## src/rtl/dkw_delay.sv

```systemverilog
// ----------------------------------------------------------------------------
// dkw_delay
// enabled shift register that keeps side data in step with the pipeline
// ----------------------------------------------------------------------------
module dkw_delay #(
    parameter int W = 16,
    parameter int N = 4
) (
    input  logic         i_clk,
    input  logic         i_en,
    input  logic [W-1:0] i_d,
    output logic [W-1:0] o_q
);

    logic [W-1:0] r_sh [0:N-1];

    always_ff @(posedge i_clk) begin
        if (i_en) begin
            r_sh[0] <= i_d;
            for (int i = 1; i < N; i++) begin
                r_sh[i] <= r_sh[i-1];
            end
        end
    end

    assign o_q = r_sh[N-1];

endmodule

```

## config.mk

```make
export PLATFORM = sky130hd
export DESIGN_NAME = dkw_delay
export DESIGN_NICKNAME = d
export VERILOG_FILES = /design/src/rtl/dkw_delay.sv
export SDC_FILE = /design/constraint.sdc
export NUM_CORES = 1
export LEC_CHECK = 0
export ABC_AREA = 0
export BUFFER_PORTS_ARGS = -buffer_cell sky130_fd_sc_hd__buf_2
export CORE_ASPECT_RATIO = 0.9
export CORE_MARGIN = 8
export CORE_UTILIZATION = 44
export DETAILED_ROUTE_END_ITERATION = 7
export PLACE_DENSITY = 0.65
export REMOVE_ABC_BUFFERS = 1
export SLEW_MARGIN = 20
export SYNTH_ARGS = -nofsm -noshare
export SYNTH_HDL_FRONTEND = slang
export SYNTH_SLANG_ARGS = --single-unit
```

## constraint.sdc

```tcl
create_clock -name i_clk -period 0.8 [get_ports i_clk]
set_input_delay 0.04 -clock i_clk [delete_from_list [all_inputs] [get_ports i_clk]]
set_output_delay 0.04 -clock i_clk [all_outputs]
set_load 0.02 [all_outputs]
```

## Word-level counts from Yosys, hierarchy flattened

Memories as Yosys holds them, arrays and structs flattened.
Index checks and enable logic that the tools add are counted.

| storage, ports and cells | value |
|---|---|
| register bits | 0 |
| bits in latches | 0 |
| memory bits (writable) | 64 |
| bits in read-only memories | 0 |
| input port bits | 18 |
| word-level logic and storage cells | 3 |
| memories | 1 |

Memories:

| memory | words | width | rd ports | clocked after memory_dff | wr ports | line | text |
|---|---|---|---|---|---|---|---|
| r_sh | 4 | 16 | 4 | 0 | 4 | 15 | `logic [W-1:0] r_sh [0:N-1];` |

| operators by class | value |
|---|---|
| $add $sub $neg | 0 |
| $mul | 0 |
| div/mod/pow operators | 0 |
| order comparisons | 0 |
| eq/ne operators | 0 |
| shift operators | 0 |
| multiplexer cells | 2 |
| bitwise logic cells | 0 |
| reductions and logical operators | 0 |

Operators with widths:

| operator | number |
|---|---|
| $mux 1 | 2 |

## Logic depth before layout (Yosys ltp)

| depth | value |
|---|---|
| depth in word-level cells | 2 |
| depth in mapped cells | 0 |
| depth with buffers taken out | 0 |

## Worst setup path before layout

Ideal clock, no wire load.

| timing | value |
|---|---|
| kind | register to register |
| start point | memory r_sh[0][0] |
| end point | memory r_sh[1][0], data pin |
| setup time | 266 ps |
| arrival time | 323 ps |
| required time | 534 ps |
| setup slack | 211 ps |
| stages on the path, launching flop included | 1 |
| clock period less this slack | 589 ps |
| path through | edfxtp_1 |

RTL lines:

| item | line |
|---|---|
| start, declared | 15 |

==> impl_metrics.yaml <==
outcome:
  outcome: "finished, violations left"
  violations: "setup timing"
placement:
  dp_hpwl_um: 1480
  post-place-cells: 148
  pre_cts_ws_ns: 0.05534
  globalplace.congestion: 0.6284
  place_area_um2: 2207
  port_buffers: 33
pwr:
  ir_drop_v: 0.001586
  combPwrFrac: 0.047
  cellPowerDensity_nw_per_um2: 2685
  p_int_mw: 5.836
  power_leakage_nw: 0.9757
  switchingPower_mw: 1.243
  p_clk_frac: 0.387
  swShare: 0.1756
  power_mw: 7.079
  p_seq_frac: 0.567
setup_path:
  cpMaxStageDelayCell: "edfxtp_1"
  crit_family: "flip-flops"
  worst-path-max-fanout: 1
  cp_slowest_stage_delay_ns: 0.39
  worstPathCellList: "buf_6"
  worst_setup_path_end_kind: "primary output"
  crit_arrival_ns: 0.86
  crit_required_ns: 0.76
  cp-start-kind: "register"
  path_class: "reg -> out"
  path_buf_inv: 1
global_routing:
  grt_first_pass_wirelength_um: 3657
  grt_pass1_vias: 884
  gr-total-overflow: 0
  antenna_found_initial: 0
  track_usage: 0.07407
  grt_max_degree: 25
logic_synthesis:
  synth_seq_cells: 64
  post_synth_num_cell_types: 1
  yosysWarnings: 0
  synth-seq-area-share: 1.000
  synth_cells: 64
  syn_avg_cell_area_um2: 30.03
  syn_area_um2: 1922
final_layout:
  largest_registers: "r_sh (64)"
  final_common_cell: "edfxtp_1"
  stdcell_count: 179
  largest_reg_flops: 64
  nNetsFinal: 145
  fillers: 280
  final_cell_mix: "edfxtp_1, buf_2, dlygate4sd3_1"
  fin_area_um2: 2636
  drive_above_1_share: 0.3664
  num_antenna_cells: 0
  utilization: 0.6385
  multi_input_cells: 0
  area_growth_pct: 37.17
  multi_input_area_um2: 0
  top_register: "r_sh"
clock_tree:
  cts_htree_levels: 3
  cts_root_buf: "clkbuf_8"
  cts_tree: "done"
  clock_sinks: 64
  path_clk_slew_ns: 0.06
  clk_latency_ns: 0.32
  cts_made_buffers: 9
  cts_max_path_buffers: 2
  postCtsSetupBuffers: 0
route:
  wl_met1_um: 1010
  drt-total-wl_um: 2352
  dr_total_vias: 802
  via_per_inst: 4.480
  firstDrtPassIters: 4
  wl_met3_um: 180
  drc: 0
  antenna_left: 0
  drt-wirelength-per-cell_um: 13.14
  first_iter_violations: 59
  routed.top_layer: "met4"
  wl_met2_um: 1089
sta:
  period_share: 1.121
  worst_slack_ns: -0.09675
  hold_violations: 0
  fmax_mhz: 1115
  slew_headroom: 0.8823
  min_period_ns: 0.8967
  slew_violations: 0
  setup_viol_count_final: 16
  rsz0062_at_grt: "yes"
  worst_pin_slew_ns: 0.1765
  finClkSkew_ns: 0.004957
min_path:
  holdCritPathClass: "in -> reg"
floorplanning:
  core_area_um2: 4129
  dieArea_um2: 6742
  die_x_um: 85.67
  io_pins: 34
  die_h_um: 78.70
  start_util: 0.4655
  rows: 22
run:
  cap_viol_max_count: 0
## cell usage after synthesis, drive strengths merged
library cell / number / share of area
edfxtp: 64 / 1.0
## layer usage
metal  global-route usage  up-vias
li1                     -      386
met1              0.06867      376
met2               0.1146       32
met3              0.04218        8
met4              0.06818        0
met5                    0        -
## through the flow
| step | hold WS (ns) | TNS [ns] |
|---|---|---|
| after global routing | 0.05788 | -1.855 |
| after CTS | 0.05870 | -1.543 |
| after detailed placement | 0.2187 | 0 |
| after floorplan | 0.1389 | 0 |
| after global placement | 0.2183 | 0 |
| final | 0.06352 | -1.295 |
## power groups by stage
| stage | clock network [mW] | registers [mW] | logic [mW] |
|---|---|---|---|
| detailed placement | 0 | 4.08 | 0.240 |
| floorplan | 0 | 4.12 | 0 |
| CTS | 2.81 | 4.01 | 0.310 |
| finish | 2.74 | 4.01 | 0.331 |
| global route | 2.94 | 4.02 | 0.352 |
| global placement | 0 | 4.06 | 0.231 |
## kinds of logic (layout without fill, tap and decap cells)
family,Yosys count,in the layout,synth area share
buf+inv,0,67,0
flops,64,64,1.000
## final timing paths
path | start | to | slack [ns] | depth (start not counted)
max reg2reg | r_sh[2][14] | r_sh[3][14] | 0.16 | 0
min reg2reg | r_sh[1][12] | r_sh[2][12] | 0.41 | 0
min | i_en | r_sh[0][8] | 0.06 | 1
max | r_sh[3][3] | o_q[3] | -0.1 | 1
## final cells by class
cell class | count | area, µm² | share of cell area
clock buffer | 10 | 127.6 | 0.04841
clock inverter | 5 | 72.57 | 0.02753
tap | 48 | 60.06 | 0.02278
timing repair buffer | 52 | 454.2 | 0.1723
sequential | 64 | 1922 | 0.7290
## timing repair
| action | in CTS | in global routing |
|---|---|---|
| hold endpoints to repair | 16 | 0 |
| hold buffers | 16 | 0 |
| resized for setup | 6 | 16 |
| setup endpoints to repair | 16 | 16 |
Note: power is estimated with default switching activity, not from simulation.
