===== src/rtl/dkw_sqrt.sv =====
// ----------------------------------------------------------------------------
// dkw_sqrt
// pipelined integer square root of a value up to 2^30, one result bit per
// stage
// ----------------------------------------------------------------------------
module dkw_sqrt (
    input  logic        i_clk,
    input  logic        i_en,
    input  logic [30:0] i_arg,
    output logic [15:0] o_root
);

    localparam int STEPS = 16;

    logic [30:0] r_v   [0:STEPS-1];
    logic [31:0] r_res [0:STEPS-1];

    for (genvar j = 0; j < STEPS; j++) begin : g_step
        localparam logic [31:0] BIT = 32'd1 << (30 - 2 * j);
        logic [30:0] w_vin;
        logic [31:0] w_rin;
        logic [31:0] w_sum;
        logic        w_take;
        if (j == 0) begin : g_first
            assign w_vin = i_arg;
            assign w_rin = '0;
        end else begin : g_next
            assign w_vin = r_v[j-1];
            assign w_rin = r_res[j-1];
        end
        assign w_sum  = w_rin + BIT;
        assign w_take = {1'b0, w_vin} >= w_sum;
        always_ff @(posedge i_clk) begin
            if (i_en) begin
                if (w_take) begin
                    r_v[j]   <= w_vin - w_sum[30:0];
                    r_res[j] <= (w_rin >> 1) + BIT;
                end else begin
                    r_v[j]   <= w_vin;
                    r_res[j] <= w_rin >> 1;
                end
            end
        end
    end

    assign o_root = r_res[STEPS-1][15:0];

endmodule


===== config.mk =====
export PLATFORM = sky130hd
export DESIGN_NAME = dkw_sqrt
export DESIGN_NICKNAME = d
export VERILOG_FILES = /design/src/rtl/dkw_sqrt.sv
export SDC_FILE = /design/constraint.sdc
export NUM_CORES = 1
export LEC_CHECK = 0
export ABC_AREA = 0
export BUFFER_PORTS_ARGS = -buffer_cell sky130_fd_sc_hd__buf_2
export CORE_MARGIN = 2
export CORE_UTILIZATION = 50
export CTS_BUF_LIST = sky130_fd_sc_hd__clkbuf_4
export CTS_CLUSTER_DIAMETER = 80
export CTS_CLUSTER_SIZE = 25
export DETAILED_ROUTE_END_ITERATION = 6
export HOLD_SLACK_MARGIN = 0.05
export PLACE_DENSITY_LB_ADDON = 0.05
export SYNTH_ARGS = -nofsm -noshare
export SYNTH_HDL_FRONTEND = slang
export SYNTH_SLANG_ARGS = --single-unit
export TNS_END_PERCENT = 100

===== constraint.sdc =====
create_clock -name i_clk -period 5.18 [get_ports i_clk]
set_input_delay 0.518 -clock i_clk [delete_from_list [all_inputs] [get_ports i_clk]]
set_output_delay 0.518 -clock i_clk [all_outputs]
set_load 0.01 [all_outputs]

Word-level counts from Yosys, hierarchy flattened

Memories as Yosys holds them, arrays and structs flattened.
Cells that the tools add are included.

Register bits: 0
Latch bits: 0
Bits in writable memories: 1008
Bits in read-only memories: 0
Input port bits: 33
Output and inout port bits: 16
Logic and storage cells: 224
Memories: 2

Memory list:

| memory | words | bits a word | read ports | clocked after Yosys merged registers in | write ports | line | RTL |
|---|---|---|---|---|---|---|---|
| r_res  | 16    | 32          | 16         | 0                                       | 16          | 16   | `logic [31:0] r_res [0:STEPS-1];` |
| r_v    | 16    | 31          | 15         | 0                                       | 16          | 15   | `logic [30:0] r_v [0:STEPS-1];` |

$add $sub $neg: 46
Multiply operators: 0
Div/mod/pow operators: 0
Magnitude comparators: 16
Equal/unequal tests: 0
Shifts and indexed selects: 0
Muxes and demuxes: 128
Bitwise logic cells: 32
Reduce and logical (&&, ||, !) cells: 0

Operator list:

| cell                                                              | number |
|---|---|
| 32-bit two-way mux                                                | 16 |
| 31-bit two-way mux                                                | 16 |
| 31-bit by 32-bit greater-or-equal comparator with 1-bit output    | 15 |
| 31-bit subtractor                                                 | 15 |
| 1-bit two-way mux                                                 | 96 |
| 31-bit by 1-bit adder with 32-bit output (second input constant)  | 1 |
| 31-bit by 11-bit adder with 32-bit output (second input constant) | 1 |
| 31-bit by 13-bit adder with 32-bit output (second input constant) | 1 |
| 31-bit by 15-bit adder with 32-bit output (second input constant) | 1 |
| 31-bit by 17-bit adder with 32-bit output (second input constant) | 1 |
| 31-bit by 19-bit adder with 32-bit output (second input constant) | 1 |
| 31-bit by 21-bit adder with 32-bit output (second input constant) | 1 |
| 31-bit by 23-bit adder with 32-bit output (second input constant) | 1 |
| 31-bit by 25-bit adder with 32-bit output (second input constant) | 1 |
| 31-bit by 27-bit adder with 32-bit output (second input constant) | 1 |
| 31-bit by 29-bit adder with 32-bit output (second input constant) | 1 |
| 31-bit by 3-bit adder with 32-bit output (second input constant)  | 1 |
| 31-bit by 5-bit adder with 32-bit output (second input constant)  | 1 |
| 31-bit by 7-bit adder with 32-bit output (second input constant)  | 1 |
| 31-bit by 9-bit adder with 32-bit output (second input constant)  | 1 |
| 32-bit by 1-bit adder with 32-bit output (second input constant)  | 1 |
| 32-bit by 11-bit adder with 32-bit output (second input constant) | 1 |
| 32-bit by 13-bit adder with 32-bit output (second input constant) | 1 |
| 32-bit by 15-bit adder with 32-bit output (second input constant) | 1 |
| 14 further kinds                                                  | 45 |

Depth between registers and ports, before layout

An unclocked memory read counts as a cell.

Word-level depth: 7
Depth in mapped cells: 11

Worst setup path before layout

Ideal clock, no wire load.

Path kind: register -> register
Start: memory r_v[12][21] (netlist: r_v[1][145])
End: memory r_v[13][12] (netlist: r_v[1][167]) (data pin)
Library setup time: 260 ps
Arrival time: 2904 ps
Data required time: 4920 ps
Setup slack: 2016 ps
Cell stages (with the launch flop): 9
Buffers on the path: 2
Clock period less this slack: 3164 ps
Cells stage by stage: edfxtp_1 or3_1 clkbuf_2 or4_1 or4b_1 a311o_1 o21ai_2 buf_6 mux2_2

RTL lines:

| what               | line |
|---|---|
| start: declaration | 15 |

==> out/results.txt <==
ANT nets after route -> 0
Filler cell count -> 4848
# H-tree levels -> 2
Drt first-iter violations -> 1352
Critical path buffer and inverter count -> 1
Cell Area, Synth -> 28500 um2
Placed Area -> 29600 um2
Vias/cell -> 5.53
# port buffers -> 48
Fin. Hold Viols -> 0
CTS Buffer Depth -> 3
Post-route minimum period -> 3.70 ns
Post-synth top area cell -> edfxtp_1
Hold crit path type -> in -> reg
Top cell type's share of synthesized area -> 63.3%
Worst-path cell chain -> or3_1, or4_1, or4b_1, a311o_1, o21ai_2, buf_4, mux2_2
Setup Fix Bufs, Post-CTS -> 0
Hold Buf Count CTS -> 32
Ys flop type -> edfxtp_1
Core footprint -> 56400 um2
XOR/XNOR Fraction of Synth Area -> 5.65%
Post-synth EDFFs -> 601
WS Path Type -> reg -> reg
Seq cells post-synth -> 601
Slew Viols, Final -> 0
Pleak -> 11.3 nW
CTS tree -> built
Routability cong. -> 0.858
Post-DP HPWL -> 42700 um
Syn-to-layout area delta -> 7.06%
Arrival time worst endpoint -> 4.35 ns
Max-slew headroom -> 23.4%
DRC viols -> 0
DRT met1 WL -> 25400 um
Syn_nets -> 2386
Layout Skew -> 0.0712 ns
Post_cts resized -> 0
Die span in y -> 243 um
Post-Synthesis Cells -> 2204
Fraction of layout cells with a size suffix above 1 -> 7.64%
Post-synthesis compound-gate area fraction -> 8.57%
Final period util -> 71.5%
Number of global-route vias before repair -> 16700
Initial antenna violation count -> 3
Synth warnings -> 0
# setup viols final -> 0
Post-Synth Simple-Gate Area -> 11.5%
Cell family with most CP delay -> simple AND/OR/NAND/NOR gates
Global-route wire length before repair -> 91000 um
CTS root buffer -> clkbuf_4
Clk_lat worst skew -> 0.86 ns
Vias -> 16900
Required @ worst endpoint -> 5.83 ns
Starting density of the core -> 50.5%
First-pass DRT Iterations -> 5
RSZ-0062 raised after global routing -> false
Final Instance Area -> 30500 um2
Met3 routed wirelength -> 1980 um
FP Rows -> 87
Largest family of logic cells by synthesized area -> simple AND/OR/NAND/NOR gates
Fin nets -> 2466
# IOs -> 49
Max-cap violation count -> 0
Least-Margin Pin Slew -> 1.14 ns
Multiplexer share of the synthesized area -> 1.25%
WL/cell -> 18.9 um
Synth area leaders -> edfxtp_1 (63%), ha_1 (6.5%), xnor2_1 (2.8%), xor2_1 (2.8%), o21ai_0 (2.4%)
Total power per unit cell area -> 349 nW/um2
Total Die Area -> 58900 um2
Max Fclk -> 270 MHz
Proportion of synthesized chip area in sequential cells -> 63.3%
IR drop worst, VDD -> 241 uV
Slowest stage delay, CP -> 0.57 ns
Run status -> complete, no violations
Top sig layer -> met4
Sink Count -> 601
DRT Wirelength -> 58000 um
Met2 wire len -> 29100 um
GRT Overall Usage -> 19.7%
CP Capture Type -> flip-flop
Pin count of the biggest net entering global routing -> 124
Synth cell types -> 78
CP max FO -> 21
Post-synthesis adder-cell area fraction -> 6.57%
Syn avg cell area -> 12.9 um2
Worst path slowest cell -> or4_1
GR Overflow Total -> 0
Clock transition at path regs -> 0.24 ns
Horiz. Die Dim -> 243 um
Cts bufs inserted -> 37
Setup TNS Final -> 0 ns
Critical Path Start Type -> flip-flop
Async set-reset flop share out of synthesis -> 0%
## report_power, final
part           total [mW]  internal (mW)  switching, mW  leakage, nW
sequential           6.52           6.08          0.431         5.75
clock                2.10          0.549           1.55        0.307
combinational        2.04          0.888           1.15         5.22
## flip-flops by register name, indices dropped and copies added (netlist names)
register	count
r_v	465
r_res	136
## worst paths after layout
check | startpoint | end | slack [ns] | cells past startpoint
hold reg to reg | r_v[1][69] | r_v[1][100] | 0.40 | 0
setup / recovery | r_v[1][145] | r_v[1][167] | 1.48 | 7
setup reg to reg | r_v[1][145] | r_v[1][167] | 1.48 | 7
hold / removal | i_arg[4] | r_v[0][4] | 0.34 | 2
## Yosys cell counts, types with 5 or more instances
cell and instances:
xor2_1 92, a2111oi_0 6, a211o_1 8, xnor2_1 92
a21oi_1 85, or3_1 29, nand4_1 20, edfxtp_1 601
nor4_1 64, nor2b_1 24, mux2_2 20, a21boi_0 9
clkbuf_1 46, nand4b_1 5, a21o_1 28, nand3_1 34
or4_1 12, o31ai_1 9, nand2b_1 26, ha_1 148
nor3_1 64, and3_1 9, and2_1 5, nor3b_1 7
or2_2 13, o211ai_1 11, nand3b_1 8, o21a_1 30
nor2_1 98, o31a_1 6, a31oi_1 5, mux2i_1 13
nor4b_1 24, a211oi_1 8, inv_1 178, nand2_1 158
o21ai_0 136
## layer usage
| layer | vias to the layer above | track usage [%] |
|---|---|---|
| met5 | - | 0 |
| met4 | 0 | 5.99 |
| met3 | 82 | 2.50 |
| met2 | 279 | 34.5 |
| met1 | 8240 | 25.6 |
| li1 | 8340 | - |
## worst register-to-register path, cell delays in order, from the launching register on
cell      delay [ns]
edfxtp_1        0.48
or3_1           0.49
or4_1           0.57
or4b_1          0.57
a311o_1         0.34
o21ai_2         0.40
buf_4           0.32
mux2_2          0.36
## per-stage QoR
step / power [mW] / hold slack [ns] / util (%) / setup WS [ns] / instances
CTS: 10.8 / 0.223 / 54.1 / 1.48 / 3061
floorplan: 8.01 / 0.417 / - / 2.02 / 2204
finish: 10.7 / 0.341 / 54.1 / 1.48 / 3062
detailed placement: 8.66 / 0.434 / 52.5 / 1.45 / 2969
global route: 11.2 / 0.259 / 54.1 / 1.25 / 3062
global placement: 8.63 / 0.422 / 52.5 / 1.49 / 2969
## cells by family (layout without fill, tap and decap cells)
kind of cell	after synthesis	after routing
simple gates	619	619
flops	601	601
compound gates	387	387
buf+inv	231	332
xor+xnor	184	184
fa+ha+maj	149	149
mux	33	33
other cells	0	1
## cell usage in the layout (no fill, tap or decap), types with 6 or more instances in the layout
| cell | count |
|---|---|
| a211o_1 | 8 |
| a211oi_1 | 8 |
| a21boi_0 | 9 |
| a21o_1 | 28 |
| a21oi_1 | 85 |
| and3_1 | 9 |
| buf_2 | 47 |
| buf_4 | 12 |
| clkbuf_4 | 40 |
| dlygate4sd3_1 | 32 |
| edfxtp_1 | 601 |
| ha_1 | 148 |
| inv_1 | 178 |
| mux2_2 | 20 |
| mux2i_1 | 13 |
| nand2_1 | 158 |
| nand2b_1 | 26 |
| nand3_1 | 34 |
| nand3b_1 | 8 |
| nand4_1 | 20 |
| nor2_1 | 98 |
| nor2b_1 | 24 |
| nor3_1 | 61 |
| nor3b_1 | 7 |
| nor4_1 | 64 |
| nor4b_1 | 24 |
| o211ai_1 | 11 |
| o21a_1 | 30 |
| o21ai_0 | 136 |
| o31a_1 | 6 |
| o31ai_1 | 9 |
| or2_2 | 13 |
| or3_1 | 29 |
| or4_1 | 12 |
| xnor2_1 | 92 |
| xor2_1 | 92 |
## cell type report
type | count | area, um2 | share of cell area, %
Clock buffer | 40 | 300 | 0.984
Timing Repair Buffer | 94 | 701 | 2.30
Clock inverter | 20 | 264 | 0.865
Antenna cell | 1 | 2.50 | 0.00820
Multi-Input combinational cell | 1372 | 9580 | 31.4
Inverter | 178 | 668 | 2.19
Tap cell | 756 | 946 | 3.10
Sequential cell | 601 | 18000 | 59.2
Note: power is estimated with default switching activity, not from simulation.
