### src/rtl/dkw_div.sv
// ----------------------------------------------------------------------------
// dkw_div
// pipelined restoring divider, one quotient bit per stage plus an overflow
// stage in front
// ----------------------------------------------------------------------------
module dkw_div #(
    parameter int NUM_W = 32,
    parameter int DEN_W = 17,
    parameter int Q_W   = 16
) (
    input  logic             i_clk,
    input  logic             i_en,
    input  logic [NUM_W-1:0] i_num,
    input  logic [DEN_W-1:0] i_den,
    output logic [Q_W-1:0]   o_quo,
    output logic             o_ovf
);

    localparam int CW = ((NUM_W > DEN_W + Q_W) ? NUM_W : DEN_W + Q_W) + 1;

    logic [NUM_W-1:0] r_rem [0:Q_W];
    logic [DEN_W-1:0] r_den [0:Q_W];
    logic [Q_W-1:0]   r_quo [0:Q_W];
    logic [Q_W:0]     r_ovf;

    logic [CW-1:0] w_lim;
    assign w_lim = CW'(i_den) << Q_W;

    // quotient too large for Q_W bits
    always_ff @(posedge i_clk) begin
        if (i_en) begin
            r_rem[0] <= i_num;
            r_den[0] <= i_den;
            r_quo[0] <= '0;
            r_ovf[0] <= (CW'(i_num) >= w_lim);
        end
    end

    for (genvar s = 1; s <= Q_W; s++) begin : g_stage
        localparam int BI = Q_W - s;
        logic [CW-1:0] w_cand;
        logic          w_take;
        assign w_cand = CW'(r_den[s-1]) << BI;
        assign w_take = CW'(r_rem[s-1]) >= w_cand;
        always_ff @(posedge i_clk) begin
            if (i_en) begin
                r_den[s] <= r_den[s-1];
                r_ovf[s] <= r_ovf[s-1];
                if (w_take) begin
                    r_rem[s] <= r_rem[s-1] - NUM_W'(w_cand);
                    r_quo[s] <= r_quo[s-1] | (Q_W'(1) << BI);
                end else begin
                    r_rem[s] <= r_rem[s-1];
                    r_quo[s] <= r_quo[s-1];
                end
            end
        end
    end

    assign o_quo = r_quo[Q_W];
    assign o_ovf = r_ovf[Q_W];

endmodule

### config.mk
export PLATFORM = sky130hd
export DESIGN_NAME = dkw_div
export DESIGN_NICKNAME = d
export VERILOG_FILES = /design/src/rtl/dkw_div.sv
export SDC_FILE = /design/constraint.sdc
export NUM_CORES = 1
export LEC_CHECK = 0
export BUFFER_PORTS_ARGS = -buffer_cell sky130_fd_sc_hd__buf_2
export CAP_MARGIN = 20
export CORE_UTILIZATION = 50
export DETAILED_ROUTE_END_ITERATION = 10
export HOLD_SLACK_MARGIN = 0.05
export PLACE_DENSITY = 0.68
export SYNTH_ARGS = -nofsm -noshare
export SYNTH_HDL_FRONTEND = slang
export SYNTH_SLANG_ARGS = --single-unit
### constraint.sdc
create_clock -name i_clk -period 4.1 [get_ports i_clk]
set_clock_uncertainty 0.15 [all_clocks]
set_input_delay 0 -clock i_clk [delete_from_list [all_inputs] [get_ports i_clk]]
set_output_delay 0 -clock i_clk [all_outputs]
set_load 0.02 [all_outputs]
Word-level counts from Yosys, hierarchy flattened
Memories as Yosys holds them, arrays and structs flattened. Cells that the tools add are included.

Bits in latches: 0. Bits in read-only memories: 0. Input port bits: 51. Memories: 3. Output and inout port bits: 17. Register bits after elaboration: 17. Logic and storage cells: 215. Memory bits (writable): 1105.

Equal/unequal tests: 0. Bitwise operators: 32. Divide/modulo/power cells: 0. Magnitude comparators: 17. Reduce and logical (&&, ||, !) cells: 0. Shift operators: 0. Add/sub/neg operators: 16. Mux-type cells: 130. Multiply operators: 0.

Memories: r_rem (depth 17, width 32, rd ports 16, clocked after Yosys merged registers in 0, wr ports 17, RTL line 21) `logic [NUM_W-1:0] r_rem [0:Q_W];`; r_den (depth 17, width 17, rd ports 16, clocked after Yosys merged registers in 0, wr ports 17, RTL line 22) `logic [DEN_W-1:0] r_den [0:Q_W];`; r_quo (depth 17, width 16, rd ports 17, clocked after Yosys merged registers in 0, wr ports 17, RTL line 23) `logic [Q_W-1:0] r_quo [0:Q_W];`.

Operator list (count): $mux 32 (16); $mux 16 (16); $mux 1 (98); $ge 32x33->1 (1); $ge 32x17->1 (1); $ge 32x18->1 (1); $ge 32x19->1 (1); $ge 32x20->1 (1); $ge 32x21->1 (1); $ge 32x22->1 (1); $ge 32x23->1 (1); $ge 32x24->1 (1); $ge 32x25->1 (1); $ge 32x26->1 (1); $ge 32x27->1 (1); $ge 32x28->1 (1); $ge 32x29->1 (1); $ge 32x30->1 (1); $ge 32x31->1 (1); $ge 32x32->1 (1); $or 1x1->1 (32); $sub 32x17->32 (1); $sub 32x18->32 (1); $sub 32x19->32 (1); 13 further kinds (13).

Logic depth before layout (Yosys ltp)
Gate-level depths: netlist of the first run. An unclocked memory read counts as a cell.

Depth after elaboration: 6. Depth in mapped cells: 15. Mapped depth without buffers: 14.

Least setup slack after synthesis of the first run
OpenSTA, ideal clock, no wires.

Path kind: reg2reg. Start: memory r_den[13][1] (netlist: r_den[0][222]). End: memory r_rem[14][21], data pin. Buffers on the path: 0. Library setup time: 268 ps. Path slack: 848 ps. Stages on the path, launching flop included: 13. Data arrival time: 2835 ps. Clock period less this slack: 3252 ps. Data required time: 3682 ps. Path through: edfxtp_1 inv_1 ha_1 nor2b_1 o31a_1 o21a_1 o311a_1 a311oi_2 nor2_1 and3_1 or3_4 nor4_2 xor2_1.

RTL lines (RTL line): start, declared (22); end, declared (21).

==> results of run 1 <==
==> sequential cells by signal, indices dropped and copies added, names as in the netlist <==
register  count
r_quo       136
r_ovf        16
o_ovf         1
r_rem       512
r_den       272
==> metrics by stage <==
step	worst slack, ns	utilization [%]	std cells	area (sq um)
2_1_floorplan	0.848	-	3961	47600
3_3_place_gp	0.432	52.9	5240	49600
3_5_place_dp	0.438	52.9	5240	49600
4_1_cts	0.453	57.5	5521	53900
5_1_grt	0.131	57.5	5521	53900
6_report	0.437	57.5	5521	53900
==> critical path: stages (launching register included) <==
cell,delay [ns]
edfxtp_1,0.40
inv_1,0.06
ha_1,0.30
nor2b_1,0.14
o31a_1,0.27
or4_1,0.41
a31oi_1,0.43
o21ai_1,0.21
o2bb2ai_1,0.19
a2111oi_2,0.40
and2_1,0.26
nand2_1,0.08
xnor2_1,0.13
==> cell families after synthesis <==
| group | count (synthesis) | synth area share [%] |
|---|---|---|
| simple gates | 1030 | 10.9 |
| mux | 44 | 1.02 |
| fa+ha+maj | 303 | 8.21 |
| compound gates | 903 | 11.8 |
| flops | 937 | 59.2 |
| buf+inv | 454 | 3.63 |
| xor+xnor | 290 | 5.34 |
==> final cells by class <==
cell class / instances / area share, %
multi-input combinational: 2570 / 32.9
inverter: 360 / 2.51
clock buffer: 123 / 4.73
clock inverter: 59 / 1.38
sequential: 937 / 52.2
tap: 1254 / 2.91
timing repair buffer: 218 / 3.30
==> layout by cell type, fill, tap and decap left out, drive strengths merged, types with 66 or more instances in the layout <==
master	instances
nor3	66
dlygate4sd3	99
a21o	97
nand2	292
xnor2	164
o21ai	272
ha	288
xor2	126
edfxtp	937
buf	119
nand3	68
inv	363
clkbuf	123
a21oi	259
nor2	239
==> power groups by stage <==
stage               registers [mW]  clock network, mW  logic [mW]
floorplan                     14.0                  0        8.26
global placement              14.6                  0        10.4
detailed placement            14.6                  0        10.5
CTS                           14.4               9.23        10.7
global route                  14.6               9.59        11.9
finish                        14.4               9.00        10.7
==> metal layers <==
layer  part of all wire, %  track usage [%]
met3                   3.7             3.04
met2                    53             39.3
met5                     0                0
met1                    40             24.0
met4                   3.4             7.95
==> path summary, 6_finish.rpt <==
check                           cells after the start       endpoint
worst max-delay path                               12  r_rem[12][31]
worst min-delay path                                5       r_ovf[0]
worst max register to register                     12  r_rem[12][31]
worst min register to register                      0   r_quo[15][9]
==> results.py, run 1 <==
metrics = {
    "synthesis": {
        "post_synth.cell_area_avg_sq_um": 12.0,
        "synthArstFlopShare_pct": 0,
        "yosysUniqueCellTypes": 86,
        "ys_ff_latch": 937,
        "synthTopCellsByArea": "edfxtp_1 (59%), ha_1 (7.6%), xnor2_1 (3.0%), inv_1 (2.8%), o21ai_0 (2.7%)",
        "synth_top_area_share_pct": 59.2,
        "ys_top_cells_by_count": "edfxtp_1 (937), inv_1 (358), nand2_1 (292)",
        "synth_fp_nets": 4315,
        "synth_most_common_cell": "edfxtp_1",
        "synth_edf_count": 937,
        "ys_warn_count": 0,
        "synth_area_leader_cell": "edfxtp_1",
        "synth_ff_type": "edfxtp_1",
        "netlist_area_sq_um": 47600,
        "yosysSeqAreaShare_pct": 59.2,
        "synthCells": 3961,
    },
    "global_routing": {
        "track_usage_pct": 21.0,
        "grt_max_degree": 179,
        "grt_overflow": 0,
        "grt_antenna_before_repair": 1,
        "grt_pass1_vias": 29976,
        "grt_pass1_wl_um": 157000,
    },
    "clock_network": {
        "root_buffer": "clkbuf_16",
        "clk_latency_ns": 0.69,
        "clkSinkCount": 937,
        "htree_levels": 3,
        "cts_hold_buffers": 99,
        "cts_tree": "built",
        "cts_buffers": 98,
        "clock_path_buffers": 3,
        "postCtsSetupRepairBufs": 0,
        "clk_pin_slew_worst_paths_ns": 0.06,
        "post_cts_resized": 0,
    },
    "power_and_ir_drop": {
        "leakage_nw": 20.5,
        "power_mw": 34.1,
        "seqPwrFrac_pct": 42.3,
        "p_sw_share_pct": 32.4,
        "cellPowerDensity_nw_per_um2": 633,
        "p_int_mw": 23.0,
        "p_comb_share_pct": 31.3,
        "ir_drop_mv": 0.442,
        "power_frac_clock_pct": 26.4,
        "power_switching_mw": 11.0,
    },
    "critical_path": {
        "crit_type": "reg2reg",
        "crit_start": "r_den[0][188]",
        "critPathArrivalTime_ns": 3.95,
        "cp_data_required_time_ns": 4.39,
        "worstSetupStartpointType": "flip-flop",
        "regToRegSetupSlack_ns": 0.44,
        "worst-path-max-fanout": 3,
        "critPathCaptureType": "flip-flop",
        "rr_startpoint": "r_den[0][188]",
    },
    "drt": {
        "drtIter0Drc": 2290,
        "firstDrtPassIters": 5,
        "drcViolationCount": 0,
        "wl_per_cell_um": 18.2,
        "detail-route-antenna-nets": 0,
        "vias": 30282,
        "routed_wl_um": 100000,
        "avgViaCountPerCell": 5.48,
    },
    "die": {
        "core_sq_um": 93700,
        "die_x_um": 310,
        "io_pins": 68,
        "die_y_um": 310,
        "initial_core_util_pct": 50.7,
        "num_rows": 112,
        "design.die.area_sq_um": 96400,
    },
    "job": {
        "maxCapViolCount": 0,
    },
    "sta": {
        "tns_ns": 0,
        "fmax_ghz": 0.273,
        "holdWs_ns": 0.182,
        "final_hold_viol_count": 0,
        "maxSlewHeadroom_pct": 35.2,
        "fin_crit_sh_pct": 89.3,
        "slew_viol_final": 0,
        "period_needed_ns": 3.66,
        "rsz0062_at_grt": "false",
        "worst_pin_slew_ns": 0.973,
        "setup_viol": 0,
    },
    "min_path": {
        "min_path_type": "in2reg",
        "min_from": "i_num[31]",
    },
    "layout": {
        "multi_input_area_sq_um": 17700,
        "antenna_cells": 0,
        "area_growth_pct": 13.3,
        "nFillCells": 7623,
        "seq_area_sq_um": 28100,
        "layout.nets": 4539,
        "drive_above_1_share_pct": 7.99,
    },
    "placed_design": {
        "post-dp-hpwl_um": 74400,
        "io_buffer_count": 67,
        "gp_congestion": 0.929,
    },
    "run_status": {
        "status": "finished clean",
    },
}
Power figures use the tool's default switching activity.
==> run 2, diff against run 1 <==
--- a/config.mk
+++ b/config.mk
@@ -5,11 +5,12 @@
 export SDC_FILE = /design/constraint.sdc
 export NUM_CORES = 1
 export LEC_CHECK = 0
-export BUFFER_PORTS_ARGS = -buffer_cell sky130_fd_sc_hd__buf_2
+export BUFFER_PORTS_ARGS = -buffer_cell sky130_fd_sc_hd__clkbuf_2
 export CAP_MARGIN = 20
 export CORE_UTILIZATION = 50
 export DETAILED_ROUTE_END_ITERATION = 10
 export HOLD_SLACK_MARGIN = 0.05
+export MAX_ROUTING_LAYER = met4
 export PLACE_DENSITY = 0.68
 export SYNTH_ARGS = -nofsm -noshare
 export SYNTH_HDL_FRONTEND = slang
==> run 2 against run 1 <==
Compared with the run above:
- core utilization up 0.23 points
- register-to-register slack worse by 0.12 ns
- maximum frequency down 3.1%
- combinational power about the same
- via count down 0.18%
- routed wire length up 2.2%
- die area unchanged
- cell count up 0.18%
- flip-flop and latch count unchanged
- worst hold slack better by 0.0013 ns
==> results.py, run 2 (synthesis results as in run 1) <==
metrics = {
    "layout": {
        "antenna_cells": 0,
        "layout.nets": 4545,
        "drive_above_1_share_pct": 8.53,
        "mostFrequentLayoutCells": "edfxtp_1 (937), inv_1 (358), nand2_1 (292)",
        "design_area_sq_um": 54100,
        "fin_util_pct": 57.7,
        "regMostFlops": "r_rem",
        "area_growth_pct": 13.7,
        "final_common_cell": "edfxtp_1",
        "largest_register_ffs": 512,
        "largestRegisters": "r_rem: 512 flops, r_den: 272 flops, r_quo: 136 flops",
        "stdcell_count": 5531,
    },
    "die": {
        "io_pins": 68,
        "core_sq_um": 93700,
        "num_rows": 112,
        "die_y_um": 310,
        "design.die.area_sq_um": 96400,
        "initial_core_util_pct": 50.7,
        "die_x_um": 310,
    },
    "sta": {
        "holdWs_ns": 0.184,
        "rsz0062_at_grt": "false",
        "worst_pin_slew_ns": 0.940,
        "period_needed_ns": 3.78,
        "maxSlewHeadroom_pct": 36.9,
        "slew_viol_final": 0,
        "setup_viol": 0,
        "fmax_ghz": 0.265,
        "fin_crit_sh_pct": 92.2,
        "final_hold_viol_count": 0,
        "tns_ns": 0,
    },
    "critical_path": {
        "critPathCaptureType": "flip-flop",
        "worst-path-max-fanout": 3,
        "crit_family": "compound AO/OA/AOI/OAI gates",
        "path_buf_inv": 1,
        "critPathArrivalTime_ns": 4.03,
        "cp_data_required_time_ns": 4.35,
        "critical_path.max_stage_delay_ns": 0.74,
        "crit_path_top_delay_cell": "a2111oi_1",
        "worstSetupStartpointType": "flip-flop",
        "crit_type": "reg2reg",
        "critical_path.cell_chain": "inv_1, ha_1, nor2b_1, o31a_1, or4_1, a31oi_1, nand2b_1, nor4_1, nor2_1, o211ai_1, a2111oi_1, xor2_1",
    },
    "power_and_ir_drop": {
        "p_comb_share_pct": 31.1,
        "power_switching_mw": 11.2,
        "ir_drop_mv": 0.388,
        "cellPowerDensity_nw_per_um2": 639,
        "leakage_nw": 20.7,
        "p_sw_share_pct": 32.5,
        "p_int_mw": 23.3,
        "seqPwrFrac_pct": 41.7,
        "power_frac_clock_pct": 27.2,
    },
    "placed_design": {
        "dp.cells": 5244,
        "io_buffer_count": 67,
        "gp_congestion": 0.926,
        "post-dp-hpwl_um": 76100,
        "placed_area_sq_um": 49600,
    },
    "global_routing": {
        "grt_pass1_vias": 30107,
        "grt_antenna_before_repair": 0,
        "grt_overflow": 0,
        "grt_pass1_wl_um": 161000,
        "track_usage_pct": 22.2,
        "grt_max_degree": 176,
    },
    "drt": {
        "avgViaCountPerCell": 5.47,
        "detail-route-antenna-nets": 0,
        "firstDrtPassIters": 7,
        "vias": 30229,
        "drtIter0Drc": 1948,
        "wl_per_cell_um": 18.6,
        "routed_wl_um": 103000,
        "drcViolationCount": 0,
    },
    "clock_network": {
        "postCtsSetupRepairBufs": 0,
        "clock_path_buffers": 3,
        "clkSinkCount": 937,
        "cts_buffers": 100,
        "htree_levels": 3,
        "root_buffer": "clkbuf_16",
        "clk_latency_ns": 0.70,
        "clk_pin_slew_worst_paths_ns": 0.06,
        "cts_tree": "built",
    },
    "run_status": {
        "status": "finished clean",
    },
    "min_path": {
        "min_path_type": "in2reg",
    },
    "job": {
        "maxCapViolCount": 0,
    },
}
-- run 2: cell types whose count changed in the layout (fill, tap and decap cells not counted), moves of 2 or more --
cell,change
a2111oi_1,+2
inv_6,+5
clkbuf_1,-12
buf_2,-66
clkinvlp_4,+2
a2111oi_0,-2
clkinv_4,+4
clkbuf_16,+2
clkbuf_2,+66
bufinv_16,+3
clkinv_2,+6
clkinv_1,-2
buf_4,+4
-- run 2: power by group through the flow --
stage,Clock (mW),Sequential [mW],Combinational (mW)
floorplan,0,14.0,8.26
global placement,0,14.6,10.5
detailed placement,0,14.6,10.6
CTS,9.62,14.4,10.7
global route,9.99,14.6,12.0
finish,9.40,14.4,10.7
-- run 2: final timing paths --
check | from | to | slack, ns | depth (start not counted)
worst max register to register | r_den[0][188] | r_rem[12][27] | 0.32 | 12
worst max-delay path | r_den[0][188] | r_rem[12][27] | 0.32 | 12
worst min register to register | r_quo[14][11] | r_quo[15][11] | 0.26 | 0
worst min-delay path | i_en | r_rem[9][16] | 0.18 | 2
-- run 2: metal layers --
layer	vias up	share of wire [%]	global-route usage, %
met2	544	53	40.6
met1	14436	40	24.9
met4	0	3.2	7.95
met5	-	0	-
li1	15075	-	-
met3	174	3.3	2.51
-- run 2: area by class of cell --
type	instances	area, sq um
Clock buffer	113	2550
Clock inverter	75	921
Fill cell	7600	39700
Inverter	360	1350
Multi-Input combinational cell	2570	17700
Sequential cell	937	28100
Tap cell	1254	1570
Timing Repair Buffer	222	1810
-- run 2: what timing repair did --
action                                  4_1_cts  5_1_grt
gates resized for setup                       0        2
endpoints found under the setup margin        0        2
hold buffers                                 99        0
endpoints found under the hold margin       198        0
-- run 2: stage by stage --
step | power [mW] | setup WS (ns)
after floorplan | 22.2 | 0.848
after global placement | 25.1 | 0.199
after detailed placement | 25.2 | 0.111
after CTS | 34.8 | 0.134
after global routing | 36.6 | 0.106
final | 34.6 | 0.320
